==> src/hdl/sar_pkg.sv <==
// Shared constants and codes for the sample average filter with step restart.
`default_nettype none

package sar_pkg;

  // Field widths fixed by the item format
  localparam int OPCODE_W  = 2;
  localparam int THR_W     = 12;
  localparam int RUN_W     = 8;
  localparam int CFG_IDX_W = 2;
  localparam int CFG_W     = 12;

  // Item opcodes
  localparam logic [OPCODE_W-1:0] OP_SAMPLE    = 2'd0;
  localparam logic [OPCODE_W-1:0] OP_RECOMPUTE = 2'd1;
  localparam logic [OPCODE_W-1:0] OP_CLEAR     = 2'd2;

  // Configuration register indexes
  localparam logic [CFG_IDX_W-1:0] REG_ENABLE    = 2'd0;
  localparam logic [CFG_IDX_W-1:0] REG_THRESHOLD = 2'd1;
  localparam logic [CFG_IDX_W-1:0] REG_RESPOND   = 2'd2;

  // Register reset values
  localparam logic [THR_W-1:0] THRESHOLD_RST = 12'd100;
  localparam logic [RUN_W-1:0] RESPOND_RST   = 8'd3;

endpackage : sar_pkg

`default_nettype wire

==> src/hdl/sar_ring.sv <==
// Sample ring buffer: one write port, one read port with registered data.
`default_nettype none

module sar_ring #(
  parameter int DEPTH = 16,
  parameter int WIDTH = 12,
  parameter int IDX_W = 4
) (
  input  wire logic             clk,
  input  wire logic             wr_en,
  input  wire logic [IDX_W-1:0] wr_addr,
  input  wire logic [WIDTH-1:0] wr_data,
  input  wire logic [IDX_W-1:0] rd_addr,
  output logic      [WIDTH-1:0] rd_data
);

  logic [WIDTH-1:0] mem [DEPTH];

  // Write port
  always_ff @(posedge clk) begin
    if (wr_en) begin
      mem[wr_addr] <= wr_data;
    end
  end

  // Registered read port
  always_ff @(posedge clk) begin
    rd_data <= mem[rd_addr];
  end

endmodule : sar_ring

`default_nettype wire

==> src/hdl/sar_div.sv <==
// Restoring divider, one quotient bit per cycle.
`default_nettype none

module sar_div #(
  parameter int NUM_W = 17,
  parameter int DEN_W = 5
) (
  input  wire logic             clk,
  input  wire logic             rst,
  input  wire logic             start,
  input  wire logic [NUM_W-1:0] dividend,
  input  wire logic [DEN_W-1:0] divisor,
  output logic                  done,
  output logic      [NUM_W-1:0] quotient
);

  localparam int STEP_W = $clog2(NUM_W + 1);

  logic              busy;
  logic [STEP_W-1:0] steps;
  logic [DEN_W-1:0]  rem;
  logic [DEN_W:0]    trial;
  logic              qbit;
  logic [DEN_W-1:0]  rem_next;

  // Trial subtract of the divisor from the shifted remainder
  always_comb begin
    trial    = {rem, quotient[NUM_W-1]};
    qbit     = (trial >= {1'b0, divisor});
    rem_next = qbit ? DEN_W'(trial - {1'b0, divisor}) : trial[DEN_W-1:0];
  end

  // Iteration control; dividend shifts out as quotient bits shift in
  always_ff @(posedge clk) begin
    if (rst) begin
      busy <= 1'b0;
      done <= 1'b0;
    end else begin
      done <= !start && busy && (steps == STEP_W'(1));
      if (start) begin
        busy <= 1'b1;
      end else if (busy && steps == STEP_W'(1)) begin
        busy <= 1'b0;
      end
    end
  end

  always_ff @(posedge clk) begin
    if (start) begin
      quotient <= dividend;
      rem      <= '0;
      steps    <= STEP_W'(NUM_W);
    end else if (busy) begin
      quotient <= {quotient[NUM_W-2:0], qbit};
      rem      <= rem_next;
      steps    <= steps - STEP_W'(1);
    end
  end

endmodule : sar_div

`default_nettype wire

==> src/hdl/sample_average_with_step_reset_core.sv <==
// Top level: sample ring filter with step restart and sequenced average recompute.
//
//  channel | dir | fields (lowest bit first)
//  --------+-----+------------------------------------------------------------
//  s_*     | in  | tuser: opcode; tdata: sample
//  m_*     | out | tdata: average, fill_count, step_restart, accepted
//  cfg_*   | in  | cfg_index selects enable / step_threshold / respond_count
//
//  Sample, clear and unknown opcodes finish in the accept cycle; the result
//  shows in the output register on the next cycle.
//  Recompute of a non-empty ring reads fill_count ring entries, one per cycle,
//  into the accumulator, then takes one quotient bit per cycle from the
//  divider. The input is not ready during that time.
//  A new item is taken only when the output register is empty or draining.
//  Reset (rst, synchronous) empties the ring by zeroing the fill count.
`default_nettype none

module sample_average_with_step_reset_core #(
  parameter int BUFFER_DEPTH = 16,
  parameter int SAMPLE_BITS  = 12,
  localparam int CNT_W      = $clog2(BUFFER_DEPTH + 1),
  localparam int IN_DATA_W  = ((SAMPLE_BITS + 7) / 8) * 8,
  localparam int OUT_RAW_W  = SAMPLE_BITS + CNT_W + 2,
  localparam int OUT_DATA_W = ((OUT_RAW_W + 7) / 8) * 8
) (
  input  wire logic                           clk,
  input  wire logic                           rst,
  // input items
  input  wire logic                           s_tvalid,
  output logic                                s_tready,
  input  wire logic [IN_DATA_W-1:0]           s_tdata,  // sample
  input  wire logic [sar_pkg::OPCODE_W-1:0]   s_tuser,  // opcode
  // results
  output logic                                m_tvalid,
  input  wire logic                           m_tready,
  output logic      [OUT_DATA_W-1:0]          m_tdata,  // average, fill_count,
                                                        // step_restart, accepted
  // configuration writes
  input  wire logic                           cfg_valid,
  output logic                                cfg_ready,
  input  wire logic [sar_pkg::CFG_IDX_W-1:0]  cfg_index,
  input  wire logic [sar_pkg::CFG_W-1:0]      cfg_data
);

  import sar_pkg::*;

  localparam int IDX_W       = (BUFFER_DEPTH > 1) ? $clog2(BUFFER_DEPTH) : 1;
  localparam int SUM_W       = SAMPLE_BITS + CNT_W;
  localparam int CMP_W       = (SAMPLE_BITS > THR_W) ? SAMPLE_BITS : THR_W;
  localparam int RESTART_IDX = 1 % BUFFER_DEPTH;

  localparam logic [1:0] ST_IDLE = 2'd0;
  localparam logic [1:0] ST_SUM  = 2'd1;
  localparam logic [1:0] ST_DIV  = 2'd2;
  localparam logic [1:0] ST_OUT  = 2'd3;

  // Configuration registers
  logic             enable;
  logic [THR_W-1:0] step_threshold;
  logic [RUN_W-1:0] respond_count;

  // Filter state
  logic [1:0]             state;
  logic [IDX_W-1:0]       write_index;
  logic [CNT_W-1:0]       filled;
  logic [SAMPLE_BITS-1:0] held_average;
  logic [RUN_W-1:0]       step_run;

  // Recompute sequencer
  logic [CNT_W-1:0] rd_count;
  logic             rd_pending;
  logic [SUM_W-1:0] acc;
  logic             div_start;
  logic             div_done;
  logic [SUM_W-1:0] div_quotient;

  // Result register
  logic                   res_valid;
  logic                   res_load;
  logic [SAMPLE_BITS-1:0] res_average;
  logic [CNT_W-1:0]       res_fill;
  logic                   res_restart;
  logic                   res_accepted;

  // Ring ports
  logic                   ring_wr_en;
  logic [IDX_W-1:0]       ring_wr_addr;
  logic [SAMPLE_BITS-1:0] ring_rd_data;

  // Accept-cycle decode
  logic                   out_free;
  logic                   in_fire;
  logic [SAMPLE_BITS-1:0] smp;
  logic [SAMPLE_BITS-1:0] diff;
  logic                   is_step;
  logic                   do_restart;
  logic                   go_sum;
  logic                   accepted_now;
  logic [IDX_W-1:0]       write_index_next;
  logic [CNT_W-1:0]       filled_next;
  logic [SAMPLE_BITS-1:0] held_average_next;
  logic [RUN_W-1:0]       step_run_next;
  logic [IDX_W-1:0]       index_inc;
  logic                   rd_issue;

  assign out_free  = !res_valid || m_tready;
  assign s_tready  = (state == ST_IDLE) && out_free;
  assign in_fire   = s_tvalid && s_tready;
  assign cfg_ready = 1'b1;
  assign m_tvalid  = res_valid;
  assign m_tdata   = OUT_DATA_W'({res_accepted, res_restart, res_fill, res_average});

  assign smp       = s_tdata[SAMPLE_BITS-1:0];
  assign index_inc = (write_index == IDX_W'(BUFFER_DEPTH - 1)) ? '0
                                                               : write_index + IDX_W'(1);

  // Step detection against the held average
  always_comb begin
    diff       = (smp >= held_average) ? smp - held_average : held_average - smp;
    is_step    = CMP_W'(diff) >= CMP_W'(step_threshold);
    do_restart = is_step && (step_run >= respond_count);
  end

  // Next state for items that finish in the accept cycle
  always_comb begin
    write_index_next  = write_index;
    filled_next       = filled;
    held_average_next = held_average;
    step_run_next     = step_run;
    accepted_now      = 1'b1;
    go_sum            = 1'b0;
    ring_wr_en        = 1'b0;
    ring_wr_addr      = write_index;
    case (s_tuser)
      OP_SAMPLE: begin
        if (!enable) begin
          accepted_now = 1'b0;
        end else begin
          ring_wr_en = 1'b1;
          if (do_restart) begin
            ring_wr_addr      = '0;
            write_index_next  = IDX_W'(RESTART_IDX);
            filled_next       = CNT_W'(1);
            held_average_next = smp;
          end else begin
            write_index_next = index_inc;
            if (filled != CNT_W'(BUFFER_DEPTH)) begin
              filled_next = filled + CNT_W'(1);
            end
            step_run_next = is_step ? step_run + RUN_W'(1) : '0;
          end
        end
      end
      OP_RECOMPUTE: begin
        if (filled == '0) begin
          held_average_next = '0;
        end else begin
          go_sum = 1'b1;
        end
      end
      OP_CLEAR: begin
        write_index_next  = '0;
        filled_next       = '0;
        held_average_next = '0;
      end
      default: begin
      end
    endcase
  end

  // Configuration writes
  always_ff @(posedge clk) begin
    if (rst) begin
      enable         <= 1'b0;
      step_threshold <= THRESHOLD_RST;
      respond_count  <= RESPOND_RST;
    end else if (cfg_valid && cfg_ready) begin
      case (cfg_index)
        REG_ENABLE:    enable         <= cfg_data[0];
        REG_THRESHOLD: step_threshold <= cfg_data[THR_W-1:0];
        REG_RESPOND:   respond_count  <= cfg_data[RUN_W-1:0];
        default: begin
        end
      endcase
    end
  end

  assign rd_issue  = (state == ST_SUM) && (rd_count != filled);
  assign div_start = (state == ST_SUM) && (rd_count == filled) && !rd_pending;

  // Result register loads on a finished item, otherwise drains on ready
  assign res_load = (in_fire && !go_sum) || ((state == ST_OUT) && out_free);

  // Sequencer, filter state and result register
  always_ff @(posedge clk) begin
    if (rst) begin
      state        <= ST_IDLE;
      write_index  <= '0;
      filled       <= '0;
      held_average <= '0;
      step_run     <= '0;
      res_valid    <= 1'b0;
      rd_pending   <= 1'b0;
    end else begin
      if (res_load) begin
        res_valid <= 1'b1;
      end else if (m_tready) begin
        res_valid <= 1'b0;
      end
      rd_pending <= rd_issue;
      case (state)
        ST_IDLE: begin
          if (in_fire) begin
            write_index  <= write_index_next;
            filled       <= filled_next;
            held_average <= held_average_next;
            step_run     <= step_run_next;
            if (go_sum) begin
              state <= ST_SUM;
            end else begin
              res_average  <= held_average_next;
              res_fill     <= filled_next;
              res_restart  <= (s_tuser == OP_SAMPLE) && enable && do_restart;
              res_accepted <= accepted_now;
            end
          end
        end
        ST_SUM: begin
          if (div_start) begin
            state <= ST_DIV;
          end
        end
        ST_DIV: begin
          if (div_done) begin
            state <= ST_OUT;
          end
        end
        ST_OUT: begin
          if (out_free) begin
            held_average <= div_quotient[SAMPLE_BITS-1:0];
            res_average  <= div_quotient[SAMPLE_BITS-1:0];
            res_fill     <= filled;
            res_restart  <= 1'b0;
            res_accepted <= 1'b1;
            state        <= ST_IDLE;
          end
        end
        default: state <= ST_IDLE;
      endcase
    end
  end

  // Read address counter and accumulator for the recompute sum
  always_ff @(posedge clk) begin
    if (state == ST_IDLE) begin
      rd_count <= '0;
      acc      <= '0;
    end else begin
      if (rd_issue) begin
        rd_count <= rd_count + CNT_W'(1);
      end
      if (rd_pending) begin
        acc <= acc + SUM_W'(ring_rd_data);
      end
    end
  end

  sar_ring #(
    .DEPTH (BUFFER_DEPTH),
    .WIDTH (SAMPLE_BITS),
    .IDX_W (IDX_W)
  ) u_ring (
    .clk     (clk),
    .wr_en   (in_fire && ring_wr_en),
    .wr_addr (ring_wr_addr),
    .wr_data (smp),
    .rd_addr (rd_count[IDX_W-1:0]),
    .rd_data (ring_rd_data)
  );

  sar_div #(
    .NUM_W (SUM_W),
    .DEN_W (CNT_W)
  ) u_div (
    .clk      (clk),
    .rst      (rst),
    .start    (div_start),
    .dividend (acc),
    .divisor  (filled),
    .done     (div_done),
    .quotient (div_quotient)
  );

endmodule : sample_average_with_step_reset_core

`default_nettype wire

==> config.mk <==
export PLATFORM = sky130hd
export DESIGN_NAME = sample_average_with_step_reset_core
export DESIGN_NICKNAME = d
export VERILOG_FILES = /design/src/hdl/sar_pkg.sv /design/src/hdl/sar_ring.sv /design/src/hdl/sar_div.sv /design/src/hdl/sample_average_with_step_reset_core.sv
export SDC_FILE = /design/constraint.sdc
export NUM_CORES = 1
export LEC_CHECK = 0
export BUFFER_PORTS_ARGS = -buffer_cell sky130_fd_sc_hd__buf_2
export CAP_MARGIN = 30
export CORE_MARGIN = 10
export CORE_UTILIZATION = 40
export DETAILED_ROUTE_END_ITERATION = 12
export PLACE_DENSITY = 0.62
export SYNTH_ARGS = -nofsm -noshare
export SYNTH_HDL_FRONTEND = slang
export SYNTH_SLANG_ARGS = --single-unit
==> constraint.sdc <==
create_clock -name clk -period 9.95 [get_ports clk]
set_input_delay 0.995 -clock clk [delete_from_list [all_inputs] [get_ports clk]]
set_output_delay 0.995 -clock clk [all_outputs]
set_load 0.03 [all_outputs]
Word-level counts from Yosys, hierarchy flattened
Memory sizes are Yosys's and may differ from the RTL's. A register that Yosys moved wholly into a read port is not among the register bits. Index checks and enable logic that the tools add are counted.

Output and inout port bits: 27. Memory bits (writable): 192. Word-level logic and storage cells: 149. Register bits after elaboration: 124. Input bits: 37. Memories: 1.

Reduce and logical (&&, ||, !) cells: 38. Add/subtract/negate cells: 9. Bitwise gates (word level): 2. Order comparisons: 4. Muxes and demuxes: 55. Equal/unequal tests: 19.

Memories: u_ring.mem (words 16, width 12, read ports 1, clocked after memory_dff 1, write ports 1, line sar_ring.sv:17) `logic [WIDTH-1:0] mem [DEPTH];`.

Operators with widths (number): 12-bit two-way mux (8); 12-bit one-hot mux with 2 select lines (2); 12-bit one-hot mux with 3 select lines (1); 5-bit two-way mux (7); 17-bit two-way mux (2); 12-bit >= comparator (2); 4-bit two-way mux (6); 12-bit subtractor (2); 5-bit one-hot mux with 2 select lines (2); 17-bit by 12-bit adder with 17-bit output (1); 1-bit two-way mux (17); 5-bit AND reduction (3); 1-bit logical AND (14); 5-bit by 1-bit adder with 5-bit output (second input constant) (2); 2-bit two-way mux (5); 2-bit inequality test (second input constant) (5); 2-bit nonzero test (5); 8-bit by 1-bit adder with 8-bit output (second input constant) (1); 2-bit equality test (second input constant) (4); 8-bit >= comparator (1); 8-bit two-way mux (1); 2-bit one-hot mux with 4 select lines (1); 4-bit one-hot mux with 2 select lines (1); 2-bit AND reduction (4); other kinds (19) (30).

Logic depth before layout (Yosys ltp)
Gate-level depths: netlist of the first run.

Depth in word-level cells: 10. Depth in mapped cells: 22. Depth with buffers taken out: 19.

Modules after synthesis
A second synthesis of the first run with hierarchy kept.

Cell total of the unflattened synthesis: 1290. Area, all modules: 16116.7 sq um.

By module, submodules not included: sar_ring (sequential area each 6005.8 sq um, cells each 329, area an instance 7599.8 sq um, times used 1); sample_average_with_step_reset_core (sequential area each 2092.0 sq um, cells each 839, area an instance 7044.3 sq um, times used 1); sar_div (sequential area each 750.7 sq um, cells each 122, area an instance 1472.7 sq um, times used 1).

Worst setup path after synthesis of the first run
No wires, ideal clock.

Kind: input to register. Start: input port s_tdata[0]. End: memory u_ring.mem[8][0], enable pin. Buffers on the path: 2. Library setup time: 0.412 ns. Stages on the path: 21. Required time: 9.538 ns. Slack: 3.823 ns. Arrival time: 5.715 ns. Path through: inv_1 > ha_1 > inv_1 > fa_1 > a211oi_1 > o21ai_0 > a2111oi_0 > nor2_1 > buf_2 > o211ai_1 > o31ai_1 > xnor2_1 > ha_1 > a21o_1 > a21oi_1 > nor2b_1 > o21ai_2 > a31oi_1 > buf_2 > nand2_1 > nor4_1.

Word-level cells in the longest chain between the ends: 7. Elaborated cells on any way between the ends: 9. Those cells by class: add/sub: 2; order compare: 2; mux: 4; reduce/logical: 1.

Ends and longest elaborated chain: start, declared (line sample_average_with_step_reset_core.sv:31) `input wire logic [IN_DATA_W-1:0] s_tdata,`; 12-bit subtractor or 12-bit >= comparator (tied branches) (line sample_average_with_step_reset_core.sv:119) `diff = (smp >= held_average) ? smp - held_average : held_average - smp;`; 12-bit two-way mux (*) (line sample_average_with_step_reset_core.sv:119); 12-bit >= comparator (*) (line sample_average_with_step_reset_core.sv:120) `is_step = CMP_W'(diff) >= CMP_W'(step_threshold);`; 1-bit logical AND (*) (line sample_average_with_step_reset_core.sv:121) `do_restart = is_step && (step_run >= respond_count);`; 4-bit two-way mux (*) (line sample_average_with_step_reset_core.sv:140) `if (do_restart) begin`; 4-bit two-way mux (*) (line sample_average_with_step_reset_core.sv:136) `if (!enable) begin`; 4-bit two-way mux (*) (line sample_average_with_step_reset_core.sv:134) `case (s_tuser)`; end, declared (line sar_ring.sv:17).

Mark *: on every way between the ends. The rest lies on a longest branch, timed or not.

Worst setup path in the final report of the first run
Start: input port s_tdata[0]. End: memory u_ring.mem[14][3], enable pin.

Same word-level chain as after synthesis.

==> results.json, run 1 <==
{
  "status": "completed",
  "async_flop_share_pct": 0,
  "initialDrtViolationCount": 778,
  "final_cell_mix": "edfxtp_1, nand2_1, dfxtp_1, nor2_1, ha_1",
  "cellPowerDensity_mw_per_mm2": 164.1,
  "core_area_mm2": 0.03856,
  "final_core_util_pct": 45.28,
  "layout.nets": 1407,
  "yosys_register_bits": 328,
  "cts_hold_buf": 0,
  "place.port_buffers": 53,
  "synth_cell_type_count": 68,
  "design_area_mm2": 0.01746,
  "syn-cell-area_mm2": 0.01554,
  "drive_gt1_share_pct": 16.29,
  "power.leakage_nw": 6.124,
  "synth_edf_count": 228,
  "die_x_um": 217.1,
  "finalSetupViolCount": 0,
  "avgRoutedWirePerCell_um": 19.24,
  "path_max_fanout": 20,
  "crit_required_ns": 10.18,
  "grt_setup_unrepaired": "no",
  "clock_sinks": 328,
  "cts.root.buffer_cell": "clkbuf_16",
  "dieArea_mm2": 0.04713,
  "hold_viol": 0,
  "cts_setup_buffers": 0,
  "drv_slew": 0,
  "maxSlewHeadroom_pct": 33.88,
  "routed_wl_um": 35360,
  "grt_pass1_vias": 9833,
  "syn2layout_area_growth_pct": 12.38,
  "die_y_um": 217.1,
  "rows": 72,
  "grt_max_degree": 59,
  "r2r.worst_path.cells": 19,
  "fin_skew_ns": 0.02189,
  "placed_area_mm2": 0.01641,
  "drt-met1-wl_um": 16140,
  "cts_buffers": 35,
  "clock.fmax_mhz": 162.9,
  "seq_area_frac_synth_pct": 56.95,
  "worst_skew_pair.late_latency_ns": 0.53,
  "num_vias": 9999,
  "avgSynthCellArea_um2": 12.43,
  "hpwl_um": 24100,
  "min_path_cells": 2,
  "drc": 0,
  "wl_met2_um": 16690,
  "nFillCells": 3545,
  "hp-class": "reg -> reg",
  "cts_max_level": 2,
  "antennaDiodeCount": 0,
  "finalCriticalPeriod_ns": 6.140,
  "yosysWarnings": 0,
  "critPathKind": "in -> reg",
  "multi_input_area_mm2": 0.006173,
  "cp-end-kind": "register",
  "layout_commonest_cell": "edfxtp_1",
  "cts_buffer_depth": 3,
  "worst_slew_pin_slew_ns": 0.9904,
  "start_util_pct": 40.30,
  "path_clk_slew_ns": 0.06,
  "irDropWorstVdd_v": 0.0001101,
  "gp_congestion": 0.8282,
  "max-cap-violations": 0,
  "synthCells": 1250,
  "synth_ff_type": "edfxtp_1",
  "fin_crit_sh_pct": 61.71,
  "antenna_found_initial": 0,
  "track_usage_pct": 14.77,
  "final.setup.tns_ns": 0,
  "wl_met3_um": 1883,
  "ant_nets": 0,
  "cts_tree": "done",
  "highest_layer": "met4",
  "ctsResizeCount": 0,
  "viasPerCell": 5.440,
  "ios": 64,
  "overflow": 0,
  "grt_pass1_wl_um": 55320,
  "hold-worst-slack_ns": 0.4537,
  "timing.critical_path.from_type": "primary input",
  "firstDrtPassIters": 5,
  "arrival_ns": 6.37,
  "area.sequential_mm2": 0.008856,
  "power_w": 0.002866
}
kinds of logic after synthesis:
group                      share of synthesized area, %
muxes                                             10.77
adders and majority gates                         6.233
AOI/OAI and AO/OA                                 9.317
xor gates and xnor gates                          2.255
DFF                                               56.95
and+or+nand+nor                                   10.62
other                                           0.04833
buffers and inverters                             3.801
registers in the layout (all words and copies together), names as in the netlist, 4 cells and up:
signal / flops
res_fill: 5
filled: 5
u_div.quotient: 17
u_div.steps: 5
step_threshold: 12
u_div.rem: 5
rd_count: 5
acc: 17
u_ring.mem: 192
respond_count: 8
held_average: 12
write_index: 4
res_average: 12
u_ring.rd_data: 12
step_run: 8
metrics by stage:
step / cells / setup WS, ns
floorplan: 1254 / 3.823
global placement: 1770 / 2.929
detailed placement: 1776 / 3.409
CTS: 1838 / 3.907
global route: 1838 / 3.490
finish: 1838 / 3.810
path summary, 6_finish.rpt:
kind	end	start	slack (ns)
worst max-delay path	u_ring.mem[14][3]	s_tdata[0]	3.81
worst min register to register	step_threshold[7]	step_threshold[7]	0.45
worst min-delay path	step_threshold[7]	step_threshold[7]	0.45
worst max register to register	u_ring.mem[14][3]	held_average[1]	4.19
worst max-delay path, cell delays in order:
cell       delay, ns
buf_2           0.23
inv_1           0.10
ha_1            0.14
inv_1           0.06
fa_1            0.41
a211oi_1        0.33
o21ai_0         0.21
a2111oi_0       0.44
nor2_1          0.25
buf_6           0.21
o31ai_1         0.28
xnor2_1         0.15
ha_1            0.26
a21o_1          0.18
a21oi_1         0.19
nor2b_1         0.18
o21ai_2         0.14
a31oi_1         0.48
buf_4           0.28
nand2_1         0.16
nor3_2          0.43
buf_6           0.22
synth_stat cells (8+ instances only):
cell type  count  share of area [%]
xnor2_1       24                1.4
xor2_1        16               0.90
nor3_1        20               0.64
mux4_2        60                8.7
buf_2         11               0.35
edfxtp_1     228                 44
nand2b_1      12               0.48
a211oi_1      23                1.1
a31oi_1       10               0.40
ha_1          71                5.7
a32oi_1       14               0.79
a21oi_1       70                2.3
o21ai_0       49                1.6
a221o_1        8               0.52
dfxtp_1      100                 13
nand4_1       11               0.44
buf_4          9               0.43
mux2i_1       30                1.9
a21o_1        12               0.58
nand3_1       31                1.0
inv_1         67                1.6
nor2b_1        9               0.36
clkbuf_1      45                1.1
nand2_1      113                2.7
or3_1         11               0.44
nand3b_1      13               0.63
nor2_1        88                2.1
per-layer routing:
layer	GRT usage (%)	up-vias
li1	-	4729
met1	20.25	4978
met2	24.01	250
met5	0	-
met3	2.219	42
met4	3.962	0
where the power goes:
part | switching, W | internal (W)
logic | 0.000116 | 0.0000623
registers | 0.00000932 | 0.00147
clock network | 0.000523 | 0.000686
area by class of cell:
cell class                      count  area share [%]
Sequential cell                   328           50.72
Multi-Input combinational cell    784           35.36
Clock buffer                       44           5.267
Tap cell                          518           3.712
Timing Repair Buffer               79           2.745
Inverter                           67           1.440
Clock inverter                     18          0.7596
No activity file was read; power rests on OpenSTA's default activity.
==> inputs of run 2 (changes only) <==
Settings changed: PLACE_DENSITY 0.62 to 0.64.
Clock period 9.95 ns to 5.25 ns, I/O delays scaled along.
==> results.json, run 2 (synthesized netlist as in run 1, its figures left out) <==
{
  "layout_commonest_cell": "edfxtp_1",
  "die_y_um": 217.1,
  "avgRoutedWirePerCell_um": 19.53,
  "path_cells": "ha_1 -> inv_1 -> fa_1 -> a211oi_1 -> o21ai_1 -> a2111oi_2 -> nor2_2 -> a211oi_1 -> a21oi_1 -> xnor2_1 -> ha_1 -> nand2_1 -> nor3_1 -> a21oi_2 -> o21ai_2 -> buf_4 -> and4b_1 -> nor2_1 -> nor2_1 -> buf_12",
  "routed_wl_um": 36400,
  "grt_setup_unrepaired": "no",
  "clock.fmax_mhz": 210.1,
  "dp.cells": 1804,
  "grt_pass1_wl_um": 56870,
  "viasPerCell": 5.416,
  "cts_tree": "done",
  "die_x_um": 217.1,
  "hold_viol": 0,
  "finalCriticalPeriod_ns": 4.759,
  "pre_cts_slack_ns": -0.05003,
  "final_cell_mix": "edfxtp_1, nand2_1, dfxtp_1, nor2_1, ha_1",
  "final.setup.tns_ns": 0,
  "ant_nets": 0,
  "cts_hold_buf": 0,
  "cts_max_level": 2,
  "critPathKind": "reg -> reg",
  "drive_gt1_share_pct": 18.28,
  "antenna_found_initial": 1,
  "initialDrtViolationCount": 870,
  "place.port_buffers": 53,
  "placed_area_mm2": 0.01668,
  "largest_register": "u_ring.mem",
  "fin_crit_sh_pct": 90.64,
  "irDropWorstVdd_v": 0.0001894,
  "cp-end-kind": "register",
  "ios": 64,
  "reg.largest.list": "u_ring.mem (192), acc (17), u_div.quotient (17)",
  "design_area_mm2": 0.01777,
  "track_usage_pct": 15.29,
  "cp_slowest_stage_delay_ns": 0.48,
  "layout.cells.non_filler": 1864,
  "power_w": 0.005502,
  "num_vias": 10100,
  "drv_slew": 0,
  "start_util_pct": 40.30,
  "cts_buffer_depth": 3,
  "crit_required_ns": 5.48,
  "largest_reg_flops": 192,
  "overflow": 0,
  "layout.nets": 1434,
  "gp_congestion": 0.8790,
  "core_area_mm2": 0.03856,
  "maxSlewHeadroom_pct": 32.21,
  "timing.critical_path.from_type": "register",
  "max-cap-violations": 0,
  "cts_buffers": 34,
  "hpwl_um": 25470,
  "critPathTopFamily": "compound AO/OA/AOI/OAI gates",
  "dieArea_mm2": 0.04713,
  "crit_slowest_cell": "and4b_1",
  "fin_skew_ns": 0.01262,
  "critPathBufInv": 3,
  "status": "completed",
  "antennaDiodeCount": 0,
  "worst_slew_pin_slew_ns": 1.013,
  "rows": 72,
  "drc": 0,
  "fin_ws_ns": 0.4912,
  "grt_max_degree": 59,
  "cts.root.buffer_cell": "clkbuf_16",
  "arrival_ns": 4.99,
  "power.leakage_nw": 6.295,
  "worst_skew_pair.late_latency_ns": 0.53,
  "path_max_fanout": 13,
  "grt_pass1_vias": 9890,
  "cellPowerDensity_mw_per_mm2": 309.6,
  "syn2layout_area_growth_pct": 14.40,
  "firstDrtPassIters": 5,
  "path_clk_slew_ns": 0.06,
  "clock_sinks": 328,
  "finalSetupViolCount": 0,
  "hp-class": "in -> reg"
}
run 2: cell count changes in the layout (fill, tap and decap cells not counted), sizes merged:
| cell | previous run | this run |
|---|---|---|
| buf | 79 | 107 |
| clkinv | 13 | 6 |
| clkinvlp | 2 | 0 |
| bufinv | 1 | 2 |
| clkbuf | 44 | 50 |
run 2: report_power, final:
group / total [W] / internal [W] / switching (W)
logic: 0.000358 / 0.000130 / 0.000227
clock network: 0.00234 / 0.00136 / 0.000978
registers: 0.00280 / 0.00278 / 0.0000183
run 2: metal layers:
metal / global-route usage, % / vias up / part of all wire, %
met5: 0 / - / 0.036
met2: 25.14 / 282 / 48
li1: - / 4784 / -
met3: 2.399 / 44 / 5.6
met4: 4.195 / 2 / 2.0
met1: 20.63 / 4983 / 44
run 2: final timing paths:
kind	start	to	slack, ns	cells past startpoint
worst min-delay path	cfg_data[9]	step_threshold[9]	0.25	3
worst min register to register	step_threshold[4]	step_threshold[4]	0.46	2
worst max register to register	held_average[0]	u_ring.mem[0][5]	0.49	20
worst max-delay path	held_average[0]	u_ring.mem[0][5]	0.49	20
run 2: tightest hold or removal path: stages:
cell     delay (ns)
buf_2          0.10
nand2_1        0.05
a21oi_1        0.05
run 2: timing repair:
action / in CTS / in global routing
gates resized for setup: 0 / 8
setup buffers: 0 / 0
endpoints found under the setup margin: 0 / 227
run 2: stage by stage:
stage	utilization (%)	hold WS (ns)
finish	46.10	0.2508
global placement	43.19	0.4489
floorplan	-	0.4363
detailed placement	43.26	0.4526
CTS	46.03	0.2380
global route	46.10	0.2534
run 2: layout make-up:
type                            instances  area, µm²
Clock buffer                           50      952.2
Clock inverter                         10      116.4
Fill cell                            3498      20780
Inverter                               67      251.5
Multi-Input combinational cell        784       6195
Sequential cell                       328       8855
Tap cell                              518      648.1
Timing Repair Buffer                  107      757.0
